**src/rtl/core/bkp_pkg.sv**
```systemverilog
`timescale 1ns / 1ps

package bkp_pkg;

  // Coordinate width of the pixel row and column fields
  localparam int COORD_BITS = 12;

  localparam int DEPTH_W    = 16;
  localparam int CENTER_W   = 16;
  localparam int INV_W      = 24;
  localparam int POINT_W    = 32;
  localparam int FRAC_SHIFT = 28;

  // Offset (coord << 4) - centre, signed, and its magnitude
  localparam int SHIFT_W = COORD_BITS + 4;
  localparam int OFF_W   = ((SHIFT_W > CENTER_W) ? SHIFT_W : CENTER_W) + 1;
  localparam int MAG_W   = OFF_W - 1;
  // magnitude * depth, then split in two halves for the reciprocal multiply
  localparam int PROD_W  = MAG_W + DEPTH_W;
  localparam int LO_W    = PROD_W / 2;
  localparam int HI_W    = PROD_W - LO_W;
  localparam int FULL_W  = PROD_W + INV_W;
  // integer part after rounding, plus one bit for the rounding carry
  localparam int IP_W    = FULL_W - FRAC_SHIFT + 1;
  localparam int IPX_W   = (IP_W > POINT_W + 1) ? IP_W : POINT_W + 1;

  localparam int APB_AW = 5;
  localparam int APB_DW = 32;

  localparam logic [DEPTH_W-1:0]  RST_MIN_DEPTH  = 16'd1000;
  localparam logic [DEPTH_W-1:0]  RST_MAX_DEPTH  = 16'd10000;
  localparam logic [CENTER_W-1:0] RST_CENTER_COL = 16'd5120;
  localparam logic [CENTER_W-1:0] RST_CENTER_ROW = 16'd3840;
  localparam logic [INV_W-1:0]    RST_INV_FOCAL  = 24'd27280;

  typedef enum logic [2:0] {
    REG_MIN_DEPTH  = 3'd0,
    REG_MAX_DEPTH  = 3'd1,
    REG_CENTER_COL = 3'd2,
    REG_CENTER_ROW = 3'd3,
    REG_INV_FX     = 3'd4,
    REG_INV_FY     = 3'd5,
    REG_ORGANIZED  = 3'd6
  } reg_idx_e;

  typedef struct packed {
    logic [DEPTH_W-1:0]  min_depth;
    logic [DEPTH_W-1:0]  max_depth;
    logic [CENTER_W-1:0] center_col_q4;
    logic [CENTER_W-1:0] center_row_q4;
    logic [INV_W-1:0]    inv_focal_x;
    logic [INV_W-1:0]    inv_focal_y;
    logic                organized;
  } bkp_cfg_t;

  typedef struct packed {
    logic [DEPTH_W-1:0]    depth;
    logic [COORD_BITS-1:0] pix_row;
    logic [COORD_BITS-1:0] pix_col;
  } in_item_t;

  typedef struct packed {
    logic signed [POINT_W-1:0] point_x;
    logic signed [POINT_W-1:0] point_y;
    logic [DEPTH_W-1:0]        point_z;
    logic                      point_valid;
  } out_item_t;

  // Load enables, one for each pipeline stage and the output register
  typedef struct packed {
    logic s1;
    logic s2;
    logic s3;
    logic s4;
    logic so;
  } stage_en_t;

endpackage

```
**src/rtl/core/bkp_cfg_regs.sv**
```systemverilog
`timescale 1ns / 1ps

module bkp_cfg_regs import bkp_pkg::*; (
  input  logic              clk_i,
  input  logic              rst_ni,
  input  logic              psel,
  input  logic              penable,
  input  logic              pwrite,
  input  logic [APB_AW-1:0] paddr,
  input  logic [APB_DW-1:0] pwdata,
  output logic [APB_DW-1:0] prdata,
  output logic              pready,
  output bkp_cfg_t          cfg_o
);

  bkp_cfg_t cfg_q, cfg_d;
  reg_idx_e idx;
  logic     wr_en;

  assign pready = 1'b1;
  assign idx    = reg_idx_e'(paddr[APB_AW-1:2]);
  assign wr_en  = psel && penable && pwrite && pready;

  always_comb begin
    cfg_d = cfg_q;
    if (wr_en) begin
      case (idx)
        REG_MIN_DEPTH:  cfg_d.min_depth     = pwdata[DEPTH_W-1:0];
        REG_MAX_DEPTH:  cfg_d.max_depth     = pwdata[DEPTH_W-1:0];
        REG_CENTER_COL: cfg_d.center_col_q4 = pwdata[CENTER_W-1:0];
        REG_CENTER_ROW: cfg_d.center_row_q4 = pwdata[CENTER_W-1:0];
        REG_INV_FX:     cfg_d.inv_focal_x   = pwdata[INV_W-1:0];
        REG_INV_FY:     cfg_d.inv_focal_y   = pwdata[INV_W-1:0];
        REG_ORGANIZED:  cfg_d.organized     = pwdata[0];
        default:        cfg_d = cfg_q;
      endcase
    end
  end

  always_comb begin
    case (idx)
      REG_MIN_DEPTH:  prdata = APB_DW'(cfg_q.min_depth);
      REG_MAX_DEPTH:  prdata = APB_DW'(cfg_q.max_depth);
      REG_CENTER_COL: prdata = APB_DW'(cfg_q.center_col_q4);
      REG_CENTER_ROW: prdata = APB_DW'(cfg_q.center_row_q4);
      REG_INV_FX:     prdata = APB_DW'(cfg_q.inv_focal_x);
      REG_INV_FY:     prdata = APB_DW'(cfg_q.inv_focal_y);
      REG_ORGANIZED:  prdata = APB_DW'(cfg_q.organized);
      default:        prdata = '0;
    endcase
  end

  always_ff @(posedge clk_i or negedge rst_ni) begin
    if (!rst_ni) begin
      cfg_q.min_depth     <= RST_MIN_DEPTH;
      cfg_q.max_depth     <= RST_MAX_DEPTH;
      cfg_q.center_col_q4 <= RST_CENTER_COL;
      cfg_q.center_row_q4 <= RST_CENTER_ROW;
      cfg_q.inv_focal_x   <= RST_INV_FOCAL;
      cfg_q.inv_focal_y   <= RST_INV_FOCAL;
      cfg_q.organized     <= 1'b1;
    end else begin
      cfg_q <= cfg_d;
    end
  end

  assign cfg_o = cfg_q;

endmodule

```
**config.mk**
```make
export PLATFORM = sky130hd
export DESIGN_NAME = bkp_cfg_regs
export DESIGN_NICKNAME = d
export VERILOG_FILES = /design/src/rtl/core/bkp_pkg.sv /design/src/rtl/core/bkp_cfg_regs.sv
export SDC_FILE = /design/constraint.sdc
export NUM_CORES = 1
export LEC_CHECK = 0
export ABC_AREA = 1
export BUFFER_PORTS_ARGS = -buffer_cell sky130_fd_sc_hd__buf_4
export CAP_MARGIN = 20
export CORE_MARGIN = 1.5
export CORE_UTILIZATION = 46
export DETAILED_ROUTE_END_ITERATION = 8
export PLACE_DENSITY = 0.77
export SLEW_MARGIN = 0
export SYNTH_ARGS = -nofsm -noshare
export SYNTH_HDL_FRONTEND = slang
export SYNTH_SLANG_ARGS = --single-unit
```
**constraint.sdc**
```tcl
create_clock -name clk_i -period 1 [get_ports clk_i]
set_input_delay 0.05 -clock clk_i [delete_from_list [all_inputs] [get_ports clk_i]]
set_output_delay 0.05 -clock clk_i [all_outputs]
set_load 0.01 [all_outputs]
```
==> results.toml <==
[synth]
synth_area_per_cell_um2 = 7.830
synth_top_family_by_area = "simple AND/OR/NAND/NOR gates"
synthSimpleGateAreaFrac = 0.2888
synth.area.mux_share = 0
ys_ff_latch = 113
synthAdderAreaFrac = 0
synth_xor_area_frac = 0
seq_area_frac_synth = 0.5075
synth_compound_area_frac = 0.1099
synth.distinct_cells = 22
netlist_instances = 721
synth_warnings = 0
synth_area_um2 = 5645

[power_and_ir_drop]
seq_power_share = 0.328
leakage_nw = 5.038
p_int_mw = 13.81
combPwrFrac = 0.343
pwr-share-clk = 0.329
switching_share = 0.3040
power.density_nw_per_um2 = 1999
p_sw_mw = 6.034
ir_drop_mv = 1.275

[detailed_routing]
drt_wl_total_um = 22870
drtIter0Drc = 629
firstDrtPassIters = 7
drc = 0
via_per_inst = 5.754
post_drt_wl_per_cell_um = 19.27
drtAntennaViolNets = 0
vias = 6830

[worst_setup_path]
crit_chain = "nand3_2 > nand2_4 > nor2_4 > nand2_2 > buf_6"
cp.arrival_ns = 1.42
required_ns = 0.95
path_max_fanout = 2
start_kind = "register"
crit_path_top_delay_cell = "dfstp_2"
worst_setup_path_end_kind = "output pin"
critPathKind = "reg2out"
crit_path_max_incr_delay_ns = 0.55

[grt]
antenna_found_initial = 0
grtUsageTotal = 0.3403
grt_pass1_wl_um = 33440
gr-total-overflow = 0
grt_max_degree = 49
first_global_vias = 6401

[die]
fp.dieW_um = 113.8
die_y_um = 113.8
start_util = 0.4700
core_region_area_um2 = 12010
dieArea_um2 = 12950
rows = 40
top_level_ports = 188

[sta]
fin_tns_setup_ns = -20.90
drv_slew = 0
whs_ns = 0.1343
fin_crit_sh = 1.469
clock.fmax_mhz = 680.7
rsz0062_at_grt = "true"
final_hold_viol_count = 0
finalClockSkew_ns = 0
setup_viol = 136
fin_ws_ns = -0.4691
min_period_ns = 1.469

[clocking]
cts_made_buffers = 17
cts_tree = "yes"
cts_sinks = 113
clkTransAtPathRegs_ns = 0.06
insertion_delay_ns = 0.42
htree_levels = 4
clockRootBuffer = "clkbuf_16"
clockBufferDepth = 2

[placement]
port_buffers = 168
place_congestion = 0.8873
dpl.hpwl_um = 13150
pre_cts_slack_ns = -0.1418

[status]
violations = "negative setup slack"
status = "finished, violations left"

[cells_and_area]
drive_gt1_frac = 0.4327
final_net_count = 1069
final_common_cell = "nand2_1"
antenna_cells = 0
fillCellCount = 631
largest_reg_flops = 113
area_delta_synth_final_pct = 75.89
layout_common_cells = "nand2_1, buf_6, buf_4, dfrtp_1, o21ai_0"

[job]
maxCapViolCount = 0

[min_path]
min_path_type = "in2reg"
synth_stat cells:
master / number / share of area
a21oi_1: 1 / 0.00089
buf_1: 3 / 0.0020
buf_2: 30 / 0.027
buf_4: 12 / 0.016
buf_6: 1 / 0.0020
clkbuf_1: 16 / 0.011
conb_1: 2 / 0.0013
dfrtp_1: 83 / 0.37
dfstp_2: 30 / 0.14
inv_1: 50 / 0.033
inv_2: 3 / 0.0020
nand2_1: 241 / 0.16
nand2_2: 2 / 0.0022
nand3_1: 49 / 0.043
nand3_2: 3 / 0.0053
nand4_1: 48 / 0.053
nor2_1: 20 / 0.013
nor2_2: 1 / 0.0011
nor2_4: 5 / 0.010
o21ai_0: 65 / 0.058
o21ai_1: 48 / 0.043
o22ai_1: 8 / 0.0089
worst max-delay path, delay by kind of cell (launching register included):
family / cells / cell delay, ns
buffers and inverters: 1 / 0.10
DFF: 1 / 0.55
and+or+nand+nor: 4 / 0.32
final timing paths:
| kind | start | to | slack [ns] | cells after the start |
|---|---|---|---|---|
| max | cfg_o[102]$_DFFE_PN1P_ | prdata[5] | -0.47 | 5 |
| min reg2reg | cfg_o[75]$_DFFE_PN1P_ | cfg_o[75]$_DFFE_PN1P_ | 0.53 | 2 |
| min | paddr[2] | cfg_o[5]$_DFFE_PN1P_ | 0.13 | 4 |
| min in group asynchronous | rst_ni | cfg_o[37]$_DFFE_PN0P_ | 0.15 | 3 |
| max reg2reg | cfg_o[112]$_DFFE_PN0P_ | cfg_o[112]$_DFFE_PN0P_ | -0.01 | 4 |
| max in group asynchronous | rst_ni | cfg_o[89]$_DFFE_PN1P_ | 0.44 | 3 |
layout make-up:
| cell class | instances | area (µm²) | share of cell area |
|---|---|---|---|
| clock buffers | 19 | 452.9 | 0.04561 |
| multi-input cells | 500 | 2489 | 0.2506 |
| inverters | 53 | 198.9 | 0.02004 |
| clock inverters | 13 | 183.9 | 0.01852 |
| flip-flops and latches | 113 | 2865 | 0.2886 |
| repair buffers | 342 | 3556 | 0.3581 |
| well taps | 147 | 183.9 | 0.01852 |
metal layers:
| layer | share of wire | wire [µm] | GRT usage | vias to the layer above |
|---|---|---|---|---|
| li1 | - | - | - | 2976 |
| met1 | 0.36 | 8198 | 0.4143 | 3263 |
| met2 | 0.51 | 11630 | 0.5627 | 471 |
| met3 | 0.077 | 1754 | 0.07333 | 120 |
| met4 | 0.056 | 1289 | 0.1933 | 0 |
| met5 | 0 | 0 | 0 | - |
kinds of logic after synthesis:
family | count (synthesis)
AND/OR/NAND/NOR | 369
buffers and inverters | 115
flip-flops | 113
AO/OA/AOI/OAI | 122
other | 2
metrics by stage:
| stage | util | instances | cell area (µm²) | power [mW] |
|---|---|---|---|---|
| after global routing | 0.8267 | 1187 | 9930 | 20.61 |
| after global placement | 0.6381 | 1073 | 7665 | 10.80 |
| after detailed placement | 0.6381 | 1073 | 7665 | 10.90 |
| final | 0.8267 | 1187 | 9930 | 19.85 |
| after floorplan | - | 728 | 5678 | 7.983 |
| after CTS | 0.7938 | 1161 | 9534 | 19.00 |
what timing repair did:
item | CTS | global route
resized for setup | 204 | 77
buffers inserted | 42 | 45
hold buffers | 25 | 0
pin swaps | 37 | 35
endpoints found under the setup margin | 133 | 137
hold endpoints to repair | 224 | 0
power by group through the flow:
stage | Combinational [mW] | Sequential [mW] | Clock, mW
after detailed placement | 4.57 | 6.34 | 0
final | 6.80 | 6.51 | 6.54
after global placement | 4.48 | 6.32 | 0
after floorplan | 1.29 | 6.69 | 0
after CTS | 6.07 | 6.40 | 6.53
after global routing | 7.20 | 6.58 | 6.82
No activity file was read; power rests on OpenSTA's default activity.
