**config.mk**
```make
export PLATFORM = sky130hd
export DESIGN_NAME = bkp_axis
export DESIGN_NICKNAME = d
export VERILOG_FILES = /design/src/rtl/core/bkp_pkg.sv /design/src/rtl/core/bkp_axis.sv
export SDC_FILE = /design/constraint.sdc
export NUM_CORES = 2
export LEC_CHECK = 0
export BUFFER_PORTS_ARGS = -buffer_cell sky130_fd_sc_hd__buf_2
export CAP_MARGIN = 20
export CORE_MARGIN = 8
export CORE_UTILIZATION = 46
export DETAILED_ROUTE_END_ITERATION = 10
export PLACE_DENSITY = 0.63
export SLEW_MARGIN = 5
export SYNTH_ARGS = -nofsm -noshare
export SYNTH_HDL_FRONTEND = slang
export SYNTH_SLANG_ARGS = --single-unit
```
**constraint.sdc**
```tcl
create_clock -name clk_i -period 11.9 [get_ports clk_i]
set_input_delay 0.595 -clock clk_i [delete_from_list [all_inputs] [get_ports clk_i]]
set_output_delay 0.595 -clock clk_i [all_outputs]
set_load 0.005 [all_outputs]
```
**src/rtl/core/bkp_pkg.sv**
```systemverilog
`timescale 1ns / 1ps

package bkp_pkg;

  // Coordinate width of the pixel row and column fields
  localparam int COORD_BITS = 12;

  localparam int DEPTH_W    = 16;
  localparam int CENTER_W   = 16;
  localparam int INV_W      = 24;
  localparam int POINT_W    = 32;
  localparam int FRAC_SHIFT = 28;

  // Offset (coord << 4) - centre, signed, and its magnitude
  localparam int SHIFT_W = COORD_BITS + 4;
  localparam int OFF_W   = ((SHIFT_W > CENTER_W) ? SHIFT_W : CENTER_W) + 1;
  localparam int MAG_W   = OFF_W - 1;
  // magnitude * depth, then split in two halves for the reciprocal multiply
  localparam int PROD_W  = MAG_W + DEPTH_W;
  localparam int LO_W    = PROD_W / 2;
  localparam int HI_W    = PROD_W - LO_W;
  localparam int FULL_W  = PROD_W + INV_W;
  // integer part after rounding, plus one bit for the rounding carry
  localparam int IP_W    = FULL_W - FRAC_SHIFT + 1;
  localparam int IPX_W   = (IP_W > POINT_W + 1) ? IP_W : POINT_W + 1;

  localparam int APB_AW = 5;
  localparam int APB_DW = 32;

  localparam logic [DEPTH_W-1:0]  RST_MIN_DEPTH  = 16'd1000;
  localparam logic [DEPTH_W-1:0]  RST_MAX_DEPTH  = 16'd10000;
  localparam logic [CENTER_W-1:0] RST_CENTER_COL = 16'd5120;
  localparam logic [CENTER_W-1:0] RST_CENTER_ROW = 16'd3840;
  localparam logic [INV_W-1:0]    RST_INV_FOCAL  = 24'd27280;

  typedef enum logic [2:0] {
    REG_MIN_DEPTH  = 3'd0,
    REG_MAX_DEPTH  = 3'd1,
    REG_CENTER_COL = 3'd2,
    REG_CENTER_ROW = 3'd3,
    REG_INV_FX     = 3'd4,
    REG_INV_FY     = 3'd5,
    REG_ORGANIZED  = 3'd6
  } reg_idx_e;

  typedef struct packed {
    logic [DEPTH_W-1:0]  min_depth;
    logic [DEPTH_W-1:0]  max_depth;
    logic [CENTER_W-1:0] center_col_q4;
    logic [CENTER_W-1:0] center_row_q4;
    logic [INV_W-1:0]    inv_focal_x;
    logic [INV_W-1:0]    inv_focal_y;
    logic                organized;
  } bkp_cfg_t;

  typedef struct packed {
    logic [DEPTH_W-1:0]    depth;
    logic [COORD_BITS-1:0] pix_row;
    logic [COORD_BITS-1:0] pix_col;
  } in_item_t;

  typedef struct packed {
    logic signed [POINT_W-1:0] point_x;
    logic signed [POINT_W-1:0] point_y;
    logic [DEPTH_W-1:0]        point_z;
    logic                      point_valid;
  } out_item_t;

  // Load enables, one for each pipeline stage and the output register
  typedef struct packed {
    logic s1;
    logic s2;
    logic s3;
    logic s4;
    logic so;
  } stage_en_t;

endpackage

```
**src/rtl/core/bkp_axis.sv**
```systemverilog
`timescale 1ns / 1ps

// One axis: floor(((coord << 4) - centre) * depth * inv / 2^28), saturated.
// Stage 1 offset, stage 2 depth product, stage 3 split reciprocal product,
// stage 4 sum and rounding; the sign fix-up is left for the output register.
module bkp_axis import bkp_pkg::*; (
  input  logic                      clk_i,
  input  stage_en_t                 en_i,
  input  logic [COORD_BITS-1:0]     coord_i,
  input  logic [CENTER_W-1:0]       center_i,
  input  logic [INV_W-1:0]          inv_i,
  input  logic [DEPTH_W-1:0]        depth_i,   // stage 1 depth
  output logic signed [POINT_W-1:0] value_o
);

  localparam logic [FULL_W:0] RND = (FULL_W + 1)'((64'd1 << FRAC_SHIFT) - 64'd1);
  localparam logic [IPX_W-1:0] POS_LIM = IPX_W'(32'h7FFF_FFFF);
  localparam logic [IPX_W-1:0] NEG_LIM = IPX_W'(32'h8000_0000);

  logic [OFF_W-1:0] shifted, off, off_abs;
  logic             neg_d;

  logic [MAG_W-1:0]      mag_q;
  logic [PROD_W-1:0]     prod_d, prod_q;
  logic [LO_W+INV_W-1:0] plo_d, plo_q;
  logic [HI_W+INV_W-1:0] phi_d, phi_q;
  logic [FULL_W:0]       sum_d;
  logic [IP_W-1:0]       ip_q;
  logic [IPX_W-1:0]      ipx;
  logic                  neg1_q, neg2_q, neg3_q, neg4_q;

  assign shifted = OFF_W'({coord_i, 4'b0000});
  assign off     = shifted - OFF_W'(center_i);
  assign neg_d   = off[OFF_W-1];
  assign off_abs = neg_d ? (~off + OFF_W'(1)) : off;

  assign prod_d = mag_q * depth_i;
  assign plo_d  = prod_q[LO_W-1:0] * inv_i;
  assign phi_d  = prod_q[PROD_W-1:LO_W] * inv_i;
  // negative values round the magnitude up so the result floors
  assign sum_d  = {1'b0, phi_q, {LO_W{1'b0}}} + (FULL_W + 1)'(plo_q)
                + (neg3_q ? RND : '0);

  always_ff @(posedge clk_i) begin
    if (en_i.s1) begin
      mag_q  <= off_abs[MAG_W-1:0];
      neg1_q <= neg_d;
    end
    if (en_i.s2) begin
      prod_q <= prod_d;
      neg2_q <= neg1_q;
    end
    if (en_i.s3) begin
      plo_q  <= plo_d;
      phi_q  <= phi_d;
      neg3_q <= neg2_q;
    end
    if (en_i.s4) begin
      ip_q   <= sum_d[FULL_W:FRAC_SHIFT];
      neg4_q <= neg3_q;
    end
  end

  assign ipx = IPX_W'(ip_q);

  always_comb begin
    if (!neg4_q) begin
      value_o = (ipx > POS_LIM) ? 32'sh7FFF_FFFF : signed'(ipx[POINT_W-1:0]);
    end else begin
      value_o = (ipx > NEG_LIM) ? 32'sh8000_0000 : signed'(~ipx[POINT_W-1:0] + 32'd1);
    end
  end

endmodule

```
==> impl_metrics.env <==
export IMPL_status="complete, no violations"
export IMPL_clock_tree_buffer_depth=2
export IMPL_syn_avg_cell_area_um2=9.18
export IMPL_grt_pass1_wl_um=168000
export IMPL_cts_max_level=4
export IMPL_fin_cells=5738
export IMPL_cpMaxStageDelayCell="edfxtp_1"
export IMPL_dr_pass1_iters=5
export IMPL_critical_path_max_stage_delay_ps=1060
export IMPL_reg2reg_depth=17
export IMPL_ys_types=81
export IMPL_num_io_pins=106
export IMPL_cts_resized=0
export IMPL_syn_nets=5899
export IMPL_regArea_mm2=0.00483
export IMPL_crit_cells=17
export IMPL_critPathTopFamily="adder cells"
export IMPL_cts_sinks=161
export IMPL_cp_data_arrival_time_ps=7540
export IMPL_place_hpwl_um=78000
export IMPL_finalCritPeriodShare_pct=61.6
export IMPL_end_kind="flop"
export IMPL_post_cts_buffers=0
export IMPL_vias_per_cell=5.30
export IMPL_critPathMostFrequentCell="fa_1"
export IMPL_dominantRegCellSynth="edfxtp_1"
export IMPL_setup_viol=0
export IMPL_cts_tree="built"
export IMPL_grt_max_degree=52
export IMPL_worstReg2RegStart="prod_q[1]$_DFFE_PP_"
export IMPL_portBuffers=104
export IMPL_slew_limit_headroom_pct=22.4
export IMPL_ys_seq_area_share_pct=11.4
export IMPL_wirelength_um=100000
export IMPL_path_class="reg -> reg"
export IMPL_finalMaxSlewViolations=0
export IMPL_dieArea_mm2=0.102
export IMPL_yosys_warnings=0
export IMPL_vias=30400
export IMPL_core_area_mm2=0.0914
export IMPL_grt_pass1_vias=32700
export IMPL_worst_ep_required_time_ps=12110
export IMPL_rr_endpoint="plo_q[32]$_DFFE_PP_"
export IMPL_reg2reg_slack_ps=4560
export IMPL_maxCapViolations=0
export IMPL_antenna_found_initial=10
export IMPL_hold_viol=0
export IMPL_cts_root_buf="clkbuf_16"
export IMPL_min_period_ps=7340
export IMPL_dpl_worst_slack_ps=4320
export IMPL_synthCells=4599
export IMPL_rsz0062_at_grt="no"
export IMPL_final_layout_size_suffix_gt1_share_pct=3.87
export IMPL_clk_latency_ps=490
export IMPL_fillerInstances=8684
export IMPL_synth_ff_latch_count=161
export IMPL_clk_pin_slew_ps=70
export IMPL_final_net_count=5835
export IMPL_multi_input_area_mm2=0.0330
export IMPL_max_freq_mhz=136
export IMPL_crit_buf_inv=3
export IMPL_fin_setup_tns_ps=0
export IMPL_routabilityCongestion=0.876
export IMPL_crit_fanout=24
export IMPL_grt_ovfl_total=0
export IMPL_holdPathEnd="mag_q[0]$_DFFE_PP_"
export IMPL_drcViolationCount=0
export IMPL_row_count=111
export IMPL_worst_pin_slew_ps=1160
export IMPL_syn2layout_area_growth_pct=4.69
export IMPL_synth_area_mm2=0.0422
export IMPL_cp_cell_sequence="nand2_1, fa_1, fa_1, fa_1, inv_1, fa_1, fa_1, inv_1, fa_1, inv_1, ha_1, o2111ai_1, o21ai_0, a21oi_1, o41ai_2, a2111oi_0, nor3_1"
export IMPL_fin_skew_ps=22.2
export IMPL_initial_utilization_pct=46.2
export IMPL_async_flop_share_pct=0
export IMPL_wl_per_cell_um=17.5
export IMPL_drtIter0Drc=1645
export IMPL_hold_depth=1
export IMPL_worstHoldStart="center_i[0]"
export IMPL_ant_nets=0
export IMPL_grt_usage_pct=20.2
export IMPL_cts_hold_buf=0
export IMPL_die_w_um=319
export IMPL_numCtsBuffers=17
export IMPL_dp_cells=5701
export IMPL_holdWs_ps=409
export IMPL_start_kind="flop"
export IMPL_die_y_um=319
export IMPL_hold_class="in -> reg"
export IMPL_synth_edf_count=161
export IMPL_fin_ws_ps=4560
==> cells by family (layout without fill, tap and decap cells) <==
| kind of cell | after synthesis | after routing | synth area share (%) |
|---|---|---|---|
| AO/OA/AOI/OAI | 459 | 459 | 7.36 |
| other | 0 | 4 | 0 |
| flip-flops | 161 | 161 | 11.4 |
| buffers and inverters | 1164 | 1113 | 10.4 |
| adder cells (fa/ha/maj) | 1226 | 1226 | 50.9 |
| XOR/XNOR | 172 | 172 | 3.57 |
| multiplexers | 5 | 5 | 0.124 |
| AND/OR/NAND/NOR | 1412 | 1412 | 16.3 |
==> worst max path at each step <==
stage | startpoint | to
after detailed placement | inv_i[11] | plo_q[32]$_DFFE_PP_
final | prod_q[1]$_DFFE_PP_ | plo_q[32]$_DFFE_PP_
after global routing | prod_q[1]$_DFFE_PP_ | plo_q[32]$_DFFE_PP_
after floorplan | inv_i[13] | plo_q[36]$_DFFE_PP_
after CTS | prod_q[1]$_DFFE_PP_ | plo_q[32]$_DFFE_PP_
after global placement | inv_i[11] | plo_q[32]$_DFFE_PP_
==> worst register-to-register path: cells and delay by family (launching register included) <==
family                     cells  cell delay [ps]
adders and majority gates      7             3420
AOI/OAI and AO/OA              5             1720
DFF                            1             1060
and+or+nand+nor                2              740
buffers and inverters          3              150
==> cells in the final DEF, fill, tap and decap left out, drive strengths merged, types with 6 or more instances in the layout <==
cell     instances
or3             17
o21a            17
nand2          704
nand3           32
a221oi           6
nor2b           12
or4              6
and2           424
a21o            83
o211ai           7
clkinv           8
nand4           26
nor4             9
a31oi           11
a211oi          26
nor2            94
and3            22
buf            115
fa             818
and4             7
o41ai            6
o21ai           85
o21bai          19
nor3            27
xor2            48
a2111oi         10
a21oi          122
ha             408
o31ai           12
inv            973
edfxtp         161
xnor2          124
clkbuf          17
a211o            9
nand2b          15
==> metal layers <==
metal  track usage (%)  share of wire [%]  vias up  wire (um)
li1                  -                  -    14000          -
met2              34.3                 47      878      46900
met1              26.8                 44    15300      44400
met3              3.15                6.2      180       6180
met5                 0              0.046        -         46
met4              6.09                2.8        6       2810
==> sequential cells by signal, indices dropped and copies added, names as in the netlist <==
register	flops
neg3_q	1
phi_q	40
plo_q	40
ip_q	29
neg4_q	1
neg2_q	1
mag_q	16
prod_q	32
neg1_q	1
==> per-stage QoR <==
stage	utilization (%)	area, um2
floorplan	-	42200
global placement	47.7	43600
detailed placement	47.7	43600
CTS	48.3	44200
global route	48.4	44200
finish	48.4	44200
==> area by class of cell <==
| cell class | count | share of cell area, % |
|---|---|---|
| inverter | 966 | 8.20 |
| tap | 1186 | 3.36 |
| multi-input combinational | 3274 | 74.7 |
| antenna | 4 | 0.0226 |
| timing repair buffer | 115 | 1.41 |
| clock inverter | 15 | 0.450 |
| sequential | 161 | 10.9 |
| clock buffer | 17 | 0.962 |
==> synthesized netlist by cell type, types with 32 or more instances <==
library cell,instances,area (um2)
ha_1,408,5100
nand2_1,704,2640
nor2_1,94,353
o21ai_0,74,370
xor2_1,48,420
xnor2_1,124,1090
nand3_1,32,160
clkbuf_1,192,721
fa_1,818,16400
edfxtp_1,161,4830
a21oi_1,121,606
a21o_1,83,623
and2_1,424,2650
inv_1,966,3630
Power is not shown: default switching activity piles up to over one toggle a cycle in this logic, so the estimate is an artifact.
